`src/lpd_pkg.sv`:
```
// Shared types and constants for the length-prefixed deframer.
// Used by lpd_core, lpd_out_stage and length_prefix_deframer_unit; no dependencies.
`timescale 1ns / 1ps
`default_nettype none

package lpd_pkg;

  localparam logic [2:0]  HEADER_BYTES   = 3'd4;
  localparam logic [31:0] MAX_BODY_RESET = 32'd65536;

  localparam logic [1:0] KIND_BODY  = 2'd0;
  localparam logic [1:0] KIND_EMPTY = 2'd1;
  localparam logic [1:0] KIND_ERROR = 2'd2;

  typedef struct packed {
    logic [1:0]  kind;
    logic [7:0]  out_byte;
    logic        packet_last;
    logic [31:0] bad_length;
  } res_t;

endpackage

`default_nettype wire

```
`src/lpd_core.sv`:
```
// Framing state and per-beat decode: header collection, length check, body count.
// Depends on lpd_pkg for the result type and the kind codes.
`timescale 1ns / 1ps
`default_nettype none

module lpd_core import lpd_pkg::*; (
  input  wire logic        clk,
  input  wire logic        rst,
  input  wire logic        cfg_write,
  input  wire logic [31:0] cfg_data,
  input  wire logic        take,
  input  wire logic [7:0]  in_byte,
  input  wire logic        chunk_end,
  output logic             res_valid,
  output res_t             res
);

  logic [2:0]  header_count, header_count_next;
  logic [31:0] length_shift, length_shift_next;
  logic [31:0] body_left, body_left_next;
  logic        discarding, discarding_next;
  logic [31:0] max_body_len;

  logic        hdr_done;
  logic        in_body;
  logic [2:0]  eff_count;
  logic [31:0] eff_shift;
  logic [2:0]  new_count;
  logic [31:0] new_shift;

  assign hdr_done  = (header_count >= HEADER_BYTES);
  assign in_body   = hdr_done && (body_left != 32'd0);
  assign eff_count = (hdr_done && !in_body) ? 3'd0 : header_count;
  assign eff_shift = (hdr_done && !in_body) ? 32'd0 : length_shift;
  assign new_count = eff_count + 3'd1;
  assign new_shift = {eff_shift[23:0], in_byte};

  always_comb begin
    header_count_next = header_count;
    length_shift_next = length_shift;
    body_left_next    = body_left;
    discarding_next   = discarding;
    res_valid         = 1'b0;
    res               = '0;
    if (discarding) begin
      if (chunk_end) begin
        discarding_next = 1'b0;
      end
    end else if (in_body) begin
      res_valid       = 1'b1;
      res.kind        = KIND_BODY;
      res.out_byte    = in_byte;
      if (body_left == 32'd1) begin
        res.packet_last   = 1'b1;
        header_count_next = 3'd0;
        length_shift_next = 32'd0;
        body_left_next    = 32'd0;
      end else begin
        body_left_next = body_left - 32'd1;
      end
    end else if (new_count < HEADER_BYTES) begin
      header_count_next = new_count;
      length_shift_next = new_shift;
      body_left_next    = 32'd0;
    end else if (new_shift > max_body_len) begin
      header_count_next = 3'd0;
      length_shift_next = 32'd0;
      body_left_next    = 32'd0;
      discarding_next   = !chunk_end;
      res_valid         = 1'b1;
      res.kind          = KIND_ERROR;
      res.packet_last   = 1'b1;
      res.bad_length    = new_shift;
    end else if (new_shift == 32'd0) begin
      header_count_next = 3'd0;
      length_shift_next = 32'd0;
      body_left_next    = 32'd0;
      res_valid         = 1'b1;
      res.kind          = KIND_EMPTY;
      res.packet_last   = 1'b1;
    end else begin
      header_count_next = new_count;
      length_shift_next = new_shift;
      body_left_next    = new_shift;
    end
  end

  always_ff @(posedge clk) begin
    if (rst) begin
      header_count <= 3'd0;
      length_shift <= 32'd0;
      body_left    <= 32'd0;
      discarding   <= 1'b0;
      max_body_len <= MAX_BODY_RESET;
    end else begin
      if (take) begin
        header_count <= header_count_next;
        length_shift <= length_shift_next;
        body_left    <= body_left_next;
        discarding   <= discarding_next;
      end
      if (cfg_write) begin
        max_body_len <= cfg_data;
      end
    end
  end

endmodule

`default_nettype wire

```
`src/lpd_out_stage.sv`:
```
// Result register with valid/stall handshake toward the downstream side.
// Depends on lpd_pkg for the result type.
`timescale 1ns / 1ps
`default_nettype none

module lpd_out_stage import lpd_pkg::*; (
  input  wire logic clk,
  input  wire logic rst,
  input  wire logic load,
  input  wire logic load_valid,
  input  res_t      load_res,
  input  wire logic out_stall,
  output logic      out_valid,
  output res_t      out_res,
  output logic      full_blocked
);

  assign full_blocked = out_valid && out_stall;

  always_ff @(posedge clk) begin
    if (rst) begin
      out_valid <= 1'b0;
    end else if (load) begin
      out_valid <= load_valid;
    end else if (!out_stall) begin
      out_valid <= 1'b0;
    end
  end

  always_ff @(posedge clk) begin
    if (load && load_valid) begin
      out_res <= load_res;
    end
  end

endmodule

`default_nettype wire

```
`src/length_prefix_deframer_unit.sv`:
```
// Top level of the length-prefixed byte stream deframer.
// Depends on lpd_pkg, lpd_core and lpd_out_stage.
//
// Each input beat is one stream byte; it is decoded combinationally and its result, if
// any, lands in a single output register, so one beat is accepted every cycle while
// that register is empty or being taken. A beat's result is on the output in the cycle
// after the beat is taken. Input stall rises only while a held result is stalled
// downstream. The length limit is written through cfg_write/cfg_data and resets to 65536.
`timescale 1ns / 1ps
`default_nettype none

module length_prefix_deframer_unit import lpd_pkg::*; (
  input  wire logic        clk,
  input  wire logic        rst,
  input  wire logic        cfg_write,
  input  wire logic [31:0] cfg_data,
  input  wire logic        in_valid,
  output logic             in_stall,
  input  wire logic [7:0]  in_byte,
  input  wire logic        chunk_end,
  output logic             out_valid,
  input  wire logic        out_stall,
  output logic [1:0]       kind,
  output logic [7:0]       out_byte,
  output logic             packet_last,
  output logic [31:0]      bad_length
);

  logic take;
  logic res_valid;
  res_t res;
  res_t out_res;
  logic full_blocked;

  assign in_stall = full_blocked;
  assign take     = in_valid && !full_blocked;

  lpd_core u_core (
    .clk       (clk),
    .rst       (rst),
    .cfg_write (cfg_write),
    .cfg_data  (cfg_data),
    .take      (take),
    .in_byte   (in_byte),
    .chunk_end (chunk_end),
    .res_valid (res_valid),
    .res       (res)
  );

  lpd_out_stage u_out (
    .clk          (clk),
    .rst          (rst),
    .load         (take),
    .load_valid   (res_valid),
    .load_res     (res),
    .out_stall    (out_stall),
    .out_valid    (out_valid),
    .out_res      (out_res),
    .full_blocked (full_blocked)
  );

  assign kind        = out_res.kind;
  assign out_byte    = out_res.out_byte;
  assign packet_last = out_res.packet_last;
  assign bad_length  = out_res.bad_length;

endmodule

`default_nettype wire
```
`config.mk`:
```
export PLATFORM = sky130hd
export DESIGN_NAME = length_prefix_deframer_unit
export DESIGN_NICKNAME = d
export VERILOG_FILES = /design/src/lpd_pkg.sv /design/src/lpd_core.sv /design/src/lpd_out_stage.sv /design/src/length_prefix_deframer_unit.sv
export SDC_FILE = /design/constraint.sdc
export NUM_CORES = 1
export LEC_CHECK = 0
export BUFFER_PORTS_ARGS = -buffer_cell sky130_fd_sc_hd__buf_2
export CAP_MARGIN = 0
export CELL_PAD_IN_SITES_DETAIL_PLACEMENT = 1
export CELL_PAD_IN_SITES_GLOBAL_PLACEMENT = 1
export CORE_MARGIN = 4
export CORE_UTILIZATION = 45
export CTS_BUF_LIST = sky130_fd_sc_hd__clkbuf_16
export DETAILED_ROUTE_END_ITERATION = 16
export PLACE_DENSITY = 0.79
export SYNTH_ARGS = -nofsm -noshare
export SYNTH_HDL_FRONTEND = slang
export SYNTH_SLANG_ARGS = --single-unit
export TNS_END_PERCENT = 100
```
`constraint.sdc`:
```
create_clock -name clk -period 8.1 [get_ports clk]
set_clock_uncertainty 0.15 [all_clocks]
set_input_delay 0.81 -clock clk [delete_from_list [all_inputs] [get_ports clk]]
set_output_delay 0.81 -clock clk [all_outputs]
set_load 0.03 [all_outputs]
```
==> results.ini, run 1 <==
[pwr]
power-per-cell-area_nw_per_um2=203
irDropWorstVdd_mv=0.157
p_leak_nw=3.13

[final_layout]
nFillCells=1699
postLayoutCellArea_um2=7960
layout-area-overhead-vs-synth_pct=15.5
final_net_count=869
antenna_cells=0
final_layout_size_suffix_gt1_share_pct=17.8

[timing]
rsz0062_at_grt=no
final_min_period_over_clock_period_pct=72.5
setup_viol=0
report.final.slew_viol_count=0
sum_of_negative_setup_slack_ns=0
max_freq_mhz=170
final-hold-violation-count=0
final_period_minus_worst_setup_slack_ns=5.87
tightestPinTransition_ns=1.38
whs_ns=0.329
maxSlewHeadroom_pct=8.07

[floorplanning]
pin_count=91
fp.dieArea_um2=17400
placeableCoreArea_um2=14800
die_height_um=132
die_w_um=132
fp_rows=44
initial_core_util_pct=46.7

[global_routing]
grt_start_max_net_pins=69
first_global_vias=6199
grt.total_usage_pct=24.1
grt_first_pass_wirelength_mm=33.8
overflow=0
antenna_found_initial=0

[synth]
synthesis.area_um2=6900
total_of_flip_flops_plus_latches_after_synthesis=136
yosysMostFrequentCell=dfxtp_1
yosys_most_used_dff=dfxtp_1
netlist_top_cells_count=93 x dfxtp_1, 89 x nor2_1, 60 x and2_1
synth-edff-count=43
synth.largest_area_cell=dfxtp_1
yosys_warnings=0
syn-num-nets=794
avgSynthCellArea_um2=9.64
synth-async-reset-ratio_pct=0
yosys.cell_types.count=59
seq_area_frac_synth_pct=45.7
netlist.area_leader.share_pct=27.0
post_synth_main_area_contributors=dfxtp_1 27%, edfxtp_1 19%, ha_1 6.0%, and2_1 5.4%, nor2_1 4.8%
synthCells=715

[clocking]
cts_hold_repair.buffers=0
clk-insertion-delay-late_ns=0.42
cts_max_level=4
cts_root_buffer=clkbuf_16
cts_tree=yes
cts-buffers-inserted=17
cts_setup_buffers=0
clockBufferDepth=2
worst_setup_hold_path_clk_slew_ns=0.06
cts.repair.resized=0
cts_sinks=136

[routing]
wire_per_inst_um=20.9
drc_viols=0
detail_route.vias_per_cell=5.94
drt_first_iter_violations=379
detail_route.first_pass.iterations=6
drtAntennaViolNets=0
drt-total-wl_mm=20.6
via_count=5864

[setup_path]
cp.depth=17
slowest_stage=nor2_4
cell_count_of_the_worst_reg_to_reg_path=17
critical_path.n_buffers_inverters=1
critPathArrivalTime_ns=5.74
worstPathCellList=inv_1 > ha_1 > nor4b_4 > nand4_4 > nor2_1 > nand2_1 > and2_1 > ha_1 > nand2_1 > o21ai_0 > a211oi_1 > o311a_1 > o22a_1 > mux2_4 > o21ai_2 > a21oi_1 > nor2_4
cp.required_ns=7.98
critPathMaxStageDelay_ns=0.98
timing.critical_path.from_type=register
crit_family=simple AND/OR/NAND/NOR gates
critPathMaxFanout=43
class_of_the_most_critical_setup_path=register to register
cp-end-kind=register

[job]
max_cap_viol_count=0

[place]
dp_hpwl_mm=14.4
finalWeightedCongestion=0.888
port_buf_inserts=90
placed_area_um2=7460

[outcome]
outcome=complete, no violations

[worst_hold_path]
number_of_cells_on_the_worst_hold_path=1
worstHoldPathType=register to register

[cells by family after synthesis]
| family | share of synthesized area (%) |
|---|---|
| compound gates | 14.5 |
| fa+ha+maj | 5.99 |
| simple gates | 21.8 |
| buf+inv | 4.68 |
| mux | 4.86 |
| xor+xnor | 2.41 |
| flops | 45.7 |
[power by group]
part / internal [mW] / leakage (nW) / switching [mW]
sequential: 0.722 / 1.08 / 0.0215
combinational: 0.0793 / 1.80 / 0.127
clock: 0.379 / 0.255 / 0.288
[worst register-to-register path: stages, from the launching register on]
cell and delay [ns]:
dfxtp_1 0.34, inv_1 0.10, ha_1 0.24, nor4b_4 0.37, nand4_4 0.26, nor2_1 0.20, nand2_1 0.46, and2_1 0.43
ha_1 0.35, nand2_1 0.07, o21ai_0 0.33, a211oi_1 0.10, o311a_1 0.15, o22a_1 0.20, mux2_4 0.28, o21ai_2 0.25
a21oi_1 0.18, nor2_4 0.98
[per-stage QoR]
stage	power, mW	util (%)	worst slack (ns)	cells
2_1_floorplan	0.892	-	2.47	715
3_3_place_gp	0.947	50.6	2.77	955
3_5_place_dp	0.959	50.6	2.38	955
4_1_cts	1.63	54.0	2.23	987
5_1_grt	1.69	54.0	1.73	987
6_report	1.62	54.0	2.23	987
[path summary, 6_finish.rpt]
check	from	end	slack [ns]
hold reg to reg	u_core.header_count[1]	u_core.header_count[1]	0.33
hold / removal	u_core.header_count[1]	u_core.header_count[1]	0.33
setup reg to reg	u_core.body_left[0]	u_out.out_res[28]	2.23
setup / recovery	u_core.body_left[0]	u_out.out_res[28]	2.23
[routing by layer]
metal	part of all wire, %	GRT usage, %	up-vias
li1	-	-	2743
met1	44	32.0	2929
met2	49	39.8	167
met3	4.8	4.73	25
met4	1.5	7.88	0
met5	0	0	-
[sequential cells by signal, indices dropped and copies added, names as in the netlist]
register,count
u_core.header_count,3
u_out.out_valid,1
u_core.max_body_len,32
u_out.out_res,43
u_core.body_left,32
u_core.length_shift,24
u_core.discarding,1
[layout by cell type (no fill, tap or decap), types with 24 or more instances in the layout]
cell	Yosys	final
and2_1	60	60
edfxtp_1	43	43
mux2i_1	32	32
nor3_1	31	31
ha_1	33	33
dfxtp_1	93	93
a22o_1	24	24
buf_2	0	90
inv_1	38	42
o21ai_0	29	29
nor2_1	89	87
[final cells by class]
cell class	instances	area [um2]	share of cell area, %
repair buffers	95	488	6.13
flip-flops and latches	136	3150	39.6
clock inverters	15	75.1	0.943
well taps	184	230	2.89
inverters	39	146	1.84
clock buffers	17	425	5.34
multi-input cells	501	3440	43.3
(Power assumes the default switching activity.)
==> run 2, diff against run 1 <==
==> constraint.sdc (replaced) <==
create_clock -name clk -period 5.6 [get_ports clk]
set_clock_uncertainty 0.15 [all_clocks]
set_input_delay 0.56 -clock clk [delete_from_list [all_inputs] [get_ports clk]]
set_output_delay 0.56 -clock clk [all_outputs]
set_load 0.03 [all_outputs]
==> results.ini, run 2 (synthesized netlist as in run 1, its figures left out) <==
[setup_path]
critPathLaunch=u_core.body_left[0]
critPathArrivalTime_ns=5.29
cp.required_ns=5.74
crit-reg2reg-capture=u_out.out_res[28]
timing.critical_path.from_type=register
cp.depth=18
critPathMaxStageDelay_ns=0.41
crit_family=simple AND/OR/NAND/NOR gates
cp-end-kind=register
slowest_stage=or3_4
worstPathCellList=inv_1 > ha_1 > nor4b_4 > nand4_4 > nor2_1 > nand2_2 > and2_1 > ha_1 > a21oi_1 > a21boi_0 > o211ai_1 > o311a_1 > o22a_1 > mux2_4 > or2_1 > or3_4 > inv_2 > and2_1
critPathMaxFanout=30
class_of_the_most_critical_setup_path=register to register
ff2ff_setup_slack_ns=0.45
critical_path.n_buffers_inverters=2
cell_count_of_the_worst_reg_to_reg_path=18
timing.critical_path.to=u_out.out_res[28]
critical_path.reg2reg.startpoint=u_core.body_left[0]

[place]
placed_area_um2=7480
place_worst_setup_slack_ns=0.282
finalWeightedCongestion=0.870
dp_hpwl_mm=14.6
port_buf_inserts=90

[final_layout]
layout_commonest_cell=dfxtp_1
final_net_count=870
antenna_cells=0
final_util_pct=54.7
reg_top3=u_out.out_res (43), u_core.body_left (32), u_core.max_body_len (32)
largest_reg_flops=43
sequential_cell_area_um2=3150
final_layout_size_suffix_gt1_share_pct=18.4
layout-area-overhead-vs-synth_pct=17.1
multi_input_area_um2=3450
postLayoutCellArea_um2=8080
top_register=u_out.out_res
most_frequent_cells_in_the_layout=93 x dfxtp_1, 90 x buf_2, 87 x nor2_1
nFillCells=1713

[clocking]
cts_hold_repair.buffers=0
cts_tree=yes
clockBufferDepth=2
cts_setup_buffers=0
cts.repair.resized=0
worst_setup_hold_path_clk_slew_ns=0.06
cts_root_buffer=clkbuf_16
cts-buffers-inserted=17
clk-insertion-delay-late_ns=0.43
cts_sinks=136
cts_max_level=4

[routing]
detail_route.first_pass.iterations=5
detail_route.vias_per_cell=5.96
via_count=5890
drt-total-wl_mm=21.3
drt_first_iter_violations=516
drtAntennaViolNets=0
drc_viols=0
wire_per_inst_um=21.5

[pwr]
power-per-cell-area_nw_per_um2=310
irDropWorstVdd_mv=0.221
p_leak_nw=3.18

[floorplanning]
placeableCoreArea_um2=14800
pin_count=91
die_height_um=132
initial_core_util_pct=46.7
fp.dieArea_um2=17400
fp_rows=44
die_w_um=132

[timing]
report.final.slew_viol_count=0
final_min_period_over_clock_period_pct=92.0
rsz0062_at_grt=no
final-hold-violation-count=0
max_freq_mhz=194
fin_ws_ns=0.446
maxSlewHeadroom_pct=14.1
setup_viol=0
final_period_minus_worst_setup_slack_ns=5.15
tightestPinTransition_ns=1.29
sum_of_negative_setup_slack_ns=0

[global_routing]
grt_start_max_net_pins=48
grt_first_pass_wirelength_mm=34.0
grt.total_usage_pct=24.4
first_global_vias=6091
overflow=0
antenna_found_initial=1

[worst_hold_path]
worstHoldPathType=input port to register

[job]
max_cap_viol_count=0

[outcome]
outcome=complete, no violations

[run 2: how the worst min path moves through the flow]
stage                                       from                       to  slack, ns  cells after the start
after detailed placement  u_core.header_count[0]   u_core.header_count[0]       0.33                      1
after CTS                           cfg_data[20]  u_core.max_body_len[20]       0.21                      3
after global placement    u_core.header_count[1]   u_core.header_count[1]       0.31                      1
final                               cfg_data[20]  u_core.max_body_len[20]       0.22                      3
after floorplan           u_core.header_count[1]   u_core.header_count[1]       0.29                      1
after global routing                cfg_data[15]  u_core.max_body_len[15]       0.23                      3
[run 2: tightest hold or removal path, delay by kind of cell]
kind	cells	cell delay [ns]
buf+inv	1	0.07
simple gates	1	0.07
mux	1	0.05
[run 2: final cells by class]
cell class	instances	area share, %
tap	184	2.85
sequential	136	39.0
clock buffer	20	6.20
timing repair buffer	96	6.29
inverter	39	1.81
multi-input combinational	501	42.7
clock inverter	12	1.12
[run 2: routing by layer]
metal / routed length, um / vias to the layer above / share of wire [%] / GRT usage [%]
met2: 10600 / 183 / 50 / 40.9
met1: 9110 / 2942 / 43 / 32.4
met5: 13 / - / 0.061 / 0
met3: 1280 / 28 / 6.0 / 5.04
met4: 291 / 2 / 1.4 / 6.42
li1: - / 2735 / - / -
[run 2: per-stage QoR]
stage          power (mW)  cells  hold slack [ns]
2_1_floorplan        1.29    715            0.291
3_3_place_gp         1.37    956            0.307
3_5_place_dp         1.39    956            0.332
4_1_cts              2.51    988            0.212
5_1_grt              2.59    988            0.229
6_report             2.50    988            0.218
[run 2: report_power, final]
part / total, mW / switching (mW) / internal [mW]
combinational: 0.302 / 0.186 / 0.115
clock: 1.12 / 0.440 / 0.684
sequential: 1.08 / 0.0321 / 1.04
total: 2.50 / 0.659 / 1.84
